## src/rtl/mmc_pkg.sv

```systemverilog
// shared types, constants and the firmware type classifier for the memory map coalescer
// no dependencies

package mmc_pkg;

    localparam int MAX_REGIONS_DEF = 64;
    localparam int PAGE_SHIFT      = 12;

    localparam int FTYPE_W  = 32;
    localparam int ADDR_W   = 64;
    localparam int PAGES_W  = 52;
    localparam int INDEX_W  = 6;
    localparam int TOTAL_W  = 7;

    localparam int S_TDATA_W = 152;
    localparam int M_TDATA_W = 144;

    typedef enum logic [1:0] {
        ACT_NEW   = 2'd0,
        ACT_MERGE = 2'd1,
        ACT_DROP  = 2'd2
    } action_t;

    typedef enum logic [2:0] {
        CLS_AVAILABLE = 3'd0,
        CLS_ACPI      = 3'd1,
        CLS_NVS       = 3'd2,
        CLS_BAD       = 3'd3,
        CLS_RESERVED  = 3'd4
    } cls_t;

    localparam logic [FTYPE_W-1:0] FT_LOADER_CODE  = 32'd1;
    localparam logic [FTYPE_W-1:0] FT_LOADER_DATA  = 32'd2;
    localparam logic [FTYPE_W-1:0] FT_BOOT_CODE    = 32'd3;
    localparam logic [FTYPE_W-1:0] FT_BOOT_DATA    = 32'd4;
    localparam logic [FTYPE_W-1:0] FT_CONVENTIONAL = 32'd7;
    localparam logic [FTYPE_W-1:0] FT_UNUSABLE     = 32'd8;
    localparam logic [FTYPE_W-1:0] FT_ACPI_RECLAIM = 32'd9;
    localparam logic [FTYPE_W-1:0] FT_ACPI_NVS     = 32'd10;

    // held region, apart from the region count
    typedef struct packed {
        logic [ADDR_W-1:0] base;
        logic [ADDR_W-1:0] length;
        cls_t              cls;
        logic              stopped;
    } region_state_t;

    typedef struct packed {
        action_t            action;
        logic [INDEX_W-1:0] index;
        logic [ADDR_W-1:0]  base;
        logic [ADDR_W-1:0]  length;
        cls_t               cls;
        logic [TOTAL_W-1:0] total;
    } region_result_t;

    function automatic cls_t classify(input logic [FTYPE_W-1:0] ftype);
        cls_t c;
        unique case (ftype)
            FT_LOADER_CODE, FT_LOADER_DATA, FT_BOOT_CODE,
            FT_BOOT_DATA, FT_CONVENTIONAL: c = CLS_AVAILABLE;
            FT_ACPI_RECLAIM:               c = CLS_ACPI;
            FT_ACPI_NVS:                   c = CLS_NVS;
            FT_UNUSABLE:                   c = CLS_BAD;
            default:                       c = CLS_RESERVED;
        endcase
        return c;
    endfunction

endpackage

```

## src/rtl/mmc_merge.sv

```systemverilog
// merge decision for one descriptor against the held region
// depends on mmc_pkg

module mmc_merge
    import mmc_pkg::*;
#(
    parameter int MAX_REGIONS = MAX_REGIONS_DEF,
    parameter int CNT_W       = $clog2(MAX_REGIONS + 1)
) (
    input  logic                start_of_map,
    input  logic [FTYPE_W-1:0]  firmware_type,
    input  logic [ADDR_W-1:0]   phys_start,
    input  logic [PAGES_W-1:0]  page_count,
    input  region_state_t       cur_state,
    input  logic [CNT_W-1:0]    cur_count,
    output region_state_t       next_state,
    output logic [CNT_W-1:0]    next_count,
    output region_result_t      result
);

    localparam logic [CNT_W-1:0] MAX_CNT = CNT_W'(MAX_REGIONS);

    cls_t                   cls;
    logic [ADDR_W-1:0]      len;
    logic [ADDR_W-1:0]      last_end;
    logic [CNT_W-1:0]       cnt_eff;
    logic                   stop_eff;
    logic                   adjoins;
    logic                   full;
    action_t                act;
    logic [CNT_W-1:0]       idx;
    logic [CNT_W+INDEX_W-1:0] idx_wide;
    logic [CNT_W+TOTAL_W-1:0] total_wide;

    assign cls      = classify(firmware_type);
    assign len      = {page_count, {PAGE_SHIFT{1'b0}}};
    assign last_end = cur_state.base + cur_state.length;
    assign cnt_eff  = start_of_map ? '0 : cur_count;
    assign stop_eff = start_of_map ? 1'b0 : cur_state.stopped;
    assign adjoins  = (cnt_eff != '0) && (last_end == phys_start);
    assign full     = cnt_eff >= MAX_CNT;

    always_comb begin
        next_state         = cur_state;
        next_state.stopped = stop_eff;
        next_count         = cnt_eff;
        act                = ACT_DROP;
        idx                = cnt_eff - CNT_W'(1);
        priority if (stop_eff) begin
            act = ACT_DROP;
        end else if (full) begin
            if (cls == CLS_AVAILABLE && cur_state.cls == CLS_AVAILABLE && adjoins) begin
                next_state.length = cur_state.length + len;
                act               = ACT_MERGE;
            end else begin
                next_state.stopped = 1'b1;
                act                = ACT_DROP;
            end
        end else if (adjoins && cur_state.cls == cls) begin
            next_state.length = cur_state.length + len;
            act               = ACT_MERGE;
        end else begin
            next_state.base   = phys_start;
            next_state.length = len;
            next_state.cls    = cls;
            next_count        = cnt_eff + CNT_W'(1);
            idx               = cnt_eff;
            act               = ACT_NEW;
        end
    end

    assign idx_wide   = {{INDEX_W{1'b0}}, idx};
    assign total_wide = {{TOTAL_W{1'b0}}, next_count};

    always_comb begin
        result.action = act;
        result.total  = total_wide[TOTAL_W-1:0];
        if (act == ACT_DROP) begin
            result.index  = '0;
            result.base   = '0;
            result.length = '0;
            result.cls    = CLS_AVAILABLE;
        end else begin
            result.index  = idx_wide[INDEX_W-1:0];
            result.base   = next_state.base;
            result.length = next_state.length;
            result.cls    = next_state.cls;
        end
    end

endmodule

```

## src/rtl/memory_map_coalescer.sv

```systemverilog
// Memory map coalescer. Takes one firmware memory descriptor per cycle unless held
// by output back-pressure, and reports one result item per descriptor: the descriptor
// sits in an input register, the merge against the single held region (two 64-bit
// adds and a compare) runs combinationally into the result register. Throughput is
// one item per clock with no gaps while m_tready is high, as the held region is
// written together with the result register. No clearing pass is needed after reset.
// depends on mmc_pkg and mmc_merge

module memory_map_coalescer
    import mmc_pkg::*;
#(
    parameter int MAX_REGIONS = MAX_REGIONS_DEF
) (
    input  logic                 aclk,
    input  logic                 aresetn,
    input  logic                 s_tvalid,
    output logic                 s_tready,
    // firmware_type, phys_start, page_count, zero pad
    input  logic [S_TDATA_W-1:0] s_tdata,
    // start_of_map
    input  logic                 s_tuser,
    output logic                 m_tvalid,
    input  logic                 m_tready,
    // region_index, region_base, region_length, region_class, region_total
    output logic [M_TDATA_W-1:0] m_tdata,
    // action
    output logic [1:0]           m_tuser
);

    localparam int CNT_W = $clog2(MAX_REGIONS + 1);

    logic                 in_valid_reg;
    logic                 in_som_reg;
    logic [FTYPE_W-1:0]   in_ftype_reg;
    logic [ADDR_W-1:0]    in_start_reg;
    logic [PAGES_W-1:0]   in_pages_reg;

    region_state_t        state_reg;
    region_state_t        state_next;
    logic [CNT_W-1:0]     count_reg;
    logic [CNT_W-1:0]     count_next;

    region_result_t       result_next;
    region_result_t       result_reg;
    logic                 out_valid_reg;

    logic                 advance;

    assign advance  = in_valid_reg && (!out_valid_reg || m_tready);
    assign s_tready = !in_valid_reg || advance;

    mmc_merge #(
        .MAX_REGIONS (MAX_REGIONS),
        .CNT_W       (CNT_W)
    ) u_merge (
        .start_of_map  (in_som_reg),
        .firmware_type (in_ftype_reg),
        .phys_start    (in_start_reg),
        .page_count    (in_pages_reg),
        .cur_state     (state_reg),
        .cur_count     (count_reg),
        .next_state    (state_next),
        .next_count    (count_next),
        .result        (result_next)
    );

    always_ff @(posedge aclk) begin
        if (!aresetn) begin
            in_valid_reg <= 1'b0;
        end else if (s_tready) begin
            in_valid_reg <= s_tvalid;
        end
    end

    always_ff @(posedge aclk) begin
        if (s_tvalid && s_tready) begin
            in_som_reg   <= s_tuser;
            in_ftype_reg <= s_tdata[31:0];
            in_start_reg <= s_tdata[95:32];
            in_pages_reg <= s_tdata[147:96];
        end
    end

    always_ff @(posedge aclk) begin
        if (!aresetn) begin
            state_reg <= '0;
            count_reg <= '0;
        end else if (advance) begin
            state_reg <= state_next;
            count_reg <= count_next;
        end
    end

    always_ff @(posedge aclk) begin
        if (!aresetn) begin
            out_valid_reg <= 1'b0;
        end else if (advance) begin
            out_valid_reg <= 1'b1;
        end else if (m_tready) begin
            out_valid_reg <= 1'b0;
        end
    end

    always_ff @(posedge aclk) begin
        if (advance) begin
            result_reg <= result_next;
        end
    end

    assign m_tvalid = out_valid_reg;
    assign m_tuser  = result_reg.action;
    assign m_tdata  = {result_reg.total, result_reg.cls, result_reg.length,
                       result_reg.base, result_reg.index};

    a_drop_zero: assert property (@(posedge aclk) disable iff (!aresetn)
        out_valid_reg && result_reg.action == ACT_DROP |-> m_tdata[136:0] == '0)
        else $error("dropped item carries region fields");

    a_count_bound: assert property (@(posedge aclk) disable iff (!aresetn)
        count_reg <= CNT_W'(MAX_REGIONS))
        else $error("region count beyond table size");

    a_stop_full: assert property (@(posedge aclk) disable iff (!aresetn)
        $rose(state_reg.stopped) |-> count_reg == CNT_W'(MAX_REGIONS))
        else $error("map stopped with table not full");

    a_no_overwrite: assert property (@(posedge aclk) disable iff (!aresetn)
        advance && out_valid_reg |-> m_tready)
        else $error("result overwritten before taken");

    a_merge_count: assert property (@(posedge aclk) disable iff (!aresetn)
        advance && result_next.action == ACT_MERGE |=> $stable(count_reg))
        else $error("merge changed region count");

endmodule
```

## config.mk

```make
export PLATFORM = sky130hd
export DESIGN_NAME = memory_map_coalescer
export DESIGN_NICKNAME = d
export VERILOG_FILES = /design/src/rtl/mmc_pkg.sv /design/src/rtl/mmc_merge.sv /design/src/rtl/memory_map_coalescer.sv
export SDC_FILE = /design/constraint.sdc
export NUM_CORES = 1
export LEC_CHECK = 0
export BUFFER_PORTS_ARGS = -buffer_cell sky130_fd_sc_hd__buf_4
export CAP_MARGIN = 20
export CORE_MARGIN = 4
export CORE_UTILIZATION = 38
export CTS_CLUSTER_DIAMETER = 50
export DETAILED_ROUTE_END_ITERATION = 12
export HOLD_SLACK_MARGIN = 0.03
export MAX_ROUTING_LAYER = met4
export PLACE_DENSITY_LB_ADDON = 0.15
export SYNTH_ARGS = -nofsm -noshare
export SYNTH_HDL_FRONTEND = slang
export SYNTH_SLANG_ARGS = --single-unit
```

## constraint.sdc

```tcl
create_clock -name aclk -period 6.6 [get_ports aclk]
set_clock_uncertainty 0.05 [all_clocks]
set_input_delay 0.33 -clock aclk [delete_from_list [all_inputs] [get_ports aclk]]
set_output_delay 0.33 -clock aclk [all_outputs]
set_load 0.05 [all_outputs]
```

# --- Word-level counts from Yosys, hierarchy flattened ---
# Memory sizes are Yosys's and may differ from the RTL's. A register that Yosys moved wholly into a read port is not among the register bits.
# Index checks and enable logic that the tools add are counted.
totals:
  reg_bits: 436
  mem_count: 1
  romBits: 48
  word_cells: 67
memory_table:
  columns: ["memory", "words", "width", "rd", "rd_clocked_by_memory_dff", "write_ports", "line", "text"]
  rows:
  - ["(no name shown)", 16, 3, 1, 1, 0, "mmc_pkg.sv:60", "unique case (ftype)"]
op_classes:
  muxes: 26
  eq_ne: 3
  n_addsub: 4
  reduce_logical: 15
  order_cmp: 1
ops:
  columns: ["op", "n"]
  rows:
  - ["2-to-1 mux 64 bit", 5]
  - ["2-to-1 mux 132 bit", 1]
  - ["adder 64 bit", 2]
  - ["equality test 64 bit", 1]
  - ["zero test 28 bit", 1]
  - ["2-to-1 mux 7 bit", 4]
  - ["2-to-1 mux 6 bit", 3]
  - ["2-to-1 mux 3 bit", 3]
  - ["adder 7 x 1 -> 7 bit (second input constant)", 1]
  - [">= comparator 7 bit (second input constant)", 1]
  - ["nonzero test 7 bit", 1]
  - ["logical AND 1 bit", 6]
  - ["zero test 3 bit", 2]
  - ["2-to-1 mux 1 bit", 6]
  - ["2-to-1 mux 2 bit", 3]
  - ["subtractor 6 x 1 -> 6 bit (second input constant)", 1]
  - ["2-to-1 mux 4 bit", 1]
  - ["equality test 3 bit", 1]
  - ["equality test 2 bit (second input constant)", 1]
  - ["zero test 1 bit", 2]
  - ["logical OR 1 bit", 2]
  - ["nonzero test 2 bit", 1]

# --- Logic depth before layout (Yosys ltp) ---
depth:
  depth_word: 9
  ltp_mapped: 20
  depth_no_buf: 17

# --- Cells and area by module ---
# A second synthesis with hierarchy kept.
hier_totals:
  hier_cells: 2852
  area_unflattened_um2: 27641.5
modules_own_cells:
  columns: ["module", "area_each_um2", "cells_each", "n_inst"]
  rows:
  - ["memory_map_coalescer", 14515.2, 907, 1]
  - ["mmc_merge", 13126.3, 1945, 1]

# --- Least setup slack after synthesis ---
# No wires, ideal clock.
synth_timing:
  path_type: "register to register"
  from: "register out_valid_reg, in the netlist m_tvalid"
  to: "register result_reg (netlist bit m_tdata[0]) (enable)"
  arrival_ns: 5.342
  stages_incl_launch_ff: 6
  period_less_slack_ns: 5.959
  setup_slack_ns: 0.641
  setup_ns: 0.567
  cell_sequence: "dfxtp_1 -> nor2b_1 -> nand2b_1 -> inv_1 -> clkbuf_1 -> clkbuf_1"
synth_via:
  elab_chain_cells: 3
synth_lines:
  columns: ["element", "line", "text"]
  rows:
  - ["start, declared", "memory_map_coalescer.sv:45", "logic out_valid_reg;"]
  - ["start signal, assigned", "memory_map_coalescer.sv:96", "out_valid_reg <= 1'b0;"]
  - ["start signal, assigned", "memory_map_coalescer.sv:98", "out_valid_reg <= 1'b1;"]
  - ["start signal, assigned", "memory_map_coalescer.sv:100", "out_valid_reg <= 1'b0;"]
  - ["zero test 1 bit", "memory_map_coalescer.sv:49", "assign advance = in_valid_reg && (!out_valid_reg || m_tready);"]
  - ["logical OR 1 bit", "memory_map_coalescer.sv:49", null]
  - ["logical AND 1 bit", "memory_map_coalescer.sv:49", null]
  - ["named net advance", "memory_map_coalescer.sv:47", "logic advance;"]
  - ["end signal, assigned", "memory_map_coalescer.sv:106", "result_reg <= result_next;"]
  - ["end, declared", "memory_map_coalescer.sv:44", "region_result_t result_reg;"]
# The timed path passes the listed nets, and every way through them passes these cells.
# A chain may end at the register's enable or synchronous reset.

# --- Worst setup path in the final report ---
layout_timing:
  from: "register state_reg[17] in the netlist's numbering"
  to: "register state_reg[58] in the netlist's numbering"
layout_via:
  elab_chain_cells: 7
  word_cells_on_any_way: 10
  classes_between: "2 x add/sub; 1 x eq/ne; 4 x mux; 3 x reduce/logical"
layout_lines:
  columns: ["element", "line", "text"]
  rows:
  - ["start, declared", "memory_map_coalescer.sv:38", "region_state_t state_reg;"]
  - ["start signal, assigned", "memory_map_coalescer.sv:89", "state_reg <= state_next;"]
  - ["adder 64 bit", "mmc_merge.sv:37", "assign last_end = cur_state.base + cur_state.length;"]
  - ["equality test 64 bit", "mmc_merge.sv:40", "assign adjoins = (cnt_eff != '0) && (last_end == phys_start);"]
  - ["logical AND 1 bit", "mmc_merge.sv:40", null]
  - ["logical AND 1 bit, on equally long branches", "mmc_merge.sv:59, mmc_merge.sv:52", null]
  - ["2-to-1 mux 64 bit, on equally long branches", "mmc_merge.sv:59, mmc_merge.sv:52", null]
  - ["2-to-1 mux 64 bit (*)", "mmc_merge.sv:51", "end else if (full) begin"]
  - ["2-to-1 mux 132 bit (*)", "mmc_merge.sv:49", "priority if (stop_eff) begin"]
# Every way passes the cells marked *; elsewhere a longest branch is shown, timed or not.

==> metrics.cfg <==
[min_path]
holdCritStartpoint = aresetn
hold_end = state_reg[104]
min_path_type = in -> reg
min_path_cells = 3

[critical_path]
path_cells = ha_1 > a21oi_1 > o22ai_1 > o41ai_1 > nand2_1 > o211ai_1 > a21oi_1 > o22a_1 > nand3_1 > nor4_1 > nand4_2 > o21a_1 > buf_4 > nor2_4 > nor2_2 > buf_4 > o2bb2ai_1
r2r-end = state_reg[58]
cp.required_ps = 7090
slowest_stage = nor2_2
path_buf_inv = 2
cp-end-kind = register
criticalPathCategory = reg -> reg
crit_family = compound AO/OA/AOI/OAI gates
slowest_delay_ps = 810
reg2reg_setup_slack_ps = 490
worst-path-max-fanout = 19
critical_path_arrival_ps = 6600
cp_num_cells = 17
rr_worst_depth = 17
r2r-start = state_reg[17]
crit_path_start_kind = register

[place]
port_buffers = 300
preCtsSetupSlack_ps = 588
dpl.hpwl_um = 75800
gp_congestion = 0.966
dp.cells = 3655

[final_layout]
drive_gt1_share_pct = 16.7
post-route-util_pct = 49.0
nets = 3289
n_fill_cell = 6071
largest_reg_flops = 144
area_growth_pct = 27.4
layout_common_cells = 358 x buf_4, 328 x nand2_1, 295 x edfxtp_1
final_common_cell = buf_4
stdcell_count = 3917

[floorplanning]
fp.coreArea_mm2 = 0.0647
initial_core_util_pct = 38.5
fp-row-count = 93
die_y_um = 264
ios = 305
die_area_mm2 = 0.0697
die_w_um = 264

[timing]
finalMaxSlewViolations = 0
finalSetupViolations = 0
tns_ps = 0
relSlewSlack_pct = 25.6
max_slew.worst_pin.slew_ps = 1110
fin_ws_ps = 493
max_freq_mhz = 164
fin_crit_sh_pct = 92.5
rsz0062_at_grt = no
period_minus_slack_ps = 6110
hold_viol = 0

[clocking]
cts_tree = yes
htreeDepth = 2
ctsResizeCount = 0
cts_hold_buf = 152
clk_pin_slew_ps = 60
clock_latency_ps = 630
cts_made_buffers = 57
cts_setup_buffers = 0
cts_root_buffer = clkbuf_16
cts_sinks = 439
max-clock-path-buffers = 3

[synth]
netlist_instances = 2566
async_flop_share_pct = 0
syn_area_per_cell_um2 = 9.70
yosysWarnings = 0
yosysTopAreaCellShare_pct = 35.6
synth-edff-count = 295
synth_area_mm2 = 0.0249
netlist_top_cells_area = edfxtp_1 36%, dfxtp_1 12%, ha_1 6.0%
ys_seq_area_share_pct = 47.2
syn_nets = 2844
ys.flop_type = edfxtp_1
synth-seq-cells = 439
synth_cell_type_count = 87
yosysTopAreaCell = edfxtp_1

[power]
ir_worst_vdd_uv = 217
p_per_area_mw_per_mm2 = 249
p_leak_uw = 0.0126
p_total_uw = 7900

[drt]
wl_per_cell_um = 25.0
first_pass_iters = 5
drtIter0Drc = 1838
drc = 0
num_vias = 22400
vias_per_cell = 5.72
drtAntennaViolNets = 0
drt_wl_total_um = 98000

[run]
cap_viol_max_count = 0

[global_routing]
grt.overflow.total = 0
use_met2_pct = 46.2
grt.total_usage_pct = 27.8
gr-usage-met3_pct = 3.53
grt_pass1_wl_um = 143000
use_met1_pct = 35.7
first_global_vias = 22100
grt_max_degree = 92
grt.busiest_layer = met2
antenna_found_initial = 5

[outcome]
status = completed

==> synthesized netlist by cell type (22+ instances only) <==
cell,count
xnor2_1,88
clkbuf_1,77
mux2i_1,79
a21oi_1,248
o21a_1,34
nand2b_1,24
a31oi_1,31
ha_1,119
and2_1,27
nand4_1,46
o21ai_0,143
dfxtp_1,144
edfxtp_1,295
nor2_1,224
nand3_1,42
nor4_1,28
xor2_1,46
buf_2,47
o211ai_1,22
inv_1,30
nor3_1,53
nand2_1,329
a21o_1,40
and3_1,27
==> final cells by class <==
cell class	instances	area, um^2	area share [%]
clock inverters	36	400	1.26
repair buffers	518	4370	13.8
flip-flops and latches	439	11700	37.0
diodes	2	5.00	0.0158
well taps	855	1070	3.37
inverters	32	131	0.414
clock buffers	72	1530	4.84
multi-input cells	1963	12500	39.3
==> worst reg2reg max path, cell delays in order (launching register included) <==
cell       delay [ps]
dfxtp_1           570
ha_1              390
a21oi_1           550
o22ai_1           260
o41ai_1           750
nand2_1           200
o211ai_1          470
a21oi_1           150
o22a_1            260
nand3_1           110
nor4_1             60
nand4_2           220
o21a_1            320
buf_4             340
nor2_4             80
nor2_2            820
buf_4             300
o2bb2ai_1         110
==> worst max path at each step <==
stage,start,end
2_1_floorplan,m_tvalid,m_tdata[0]
3_3_place_gp,state_reg[69],state_reg[58]
3_5_place_dp,state_reg[4],state_reg[57]
4_1_cts,state_reg[4],state_reg[57]
5_1_grt,state_reg[69],state_reg[58]
6_report,state_reg[17],state_reg[58]
==> where the power goes <==
part / internal (uW) / switching (uW)
Combinational: 551 / 928
Sequential: 3120 / 144
Clock: 1870 / 1290
==> per-stage QoR <==
step,hold WS [ps],instance area (um^2)
finish,310,31700
detailed placement,418,28300
global route,346,31700
global placement,406,28300
CTS,327,31700
floorplan,379,24900
==> metal layers <==
layer  routed length [um]  vias to the layer above
met3                 5000                      136
met2                47400                      772
met1                42400                    11000
li1                     -                    10500
met5                    0                        -
met4                 3160                        0
==> kinds of logic (layout without fill, tap and decap cells) <==
| kind of cell | count (synthesis) | count (layout) | share of synthesized area (%) |
|---|---|---|---|
| and+or+nand+nor | 876 | 876 | 16.4 |
| AOI/OAI and AO/OA | 747 | 747 | 19.3 |
| DFF | 439 | 439 | 47.2 |
| buffers and inverters | 164 | 658 | 2.85 |
| xor gates and xnor gates | 134 | 134 | 4.72 |
| adders and majority gates | 121 | 121 | 6.14 |
| muxes | 85 | 85 | 3.45 |
| other | 0 | 2 | 0 |
(Power assumes the default switching activity.)
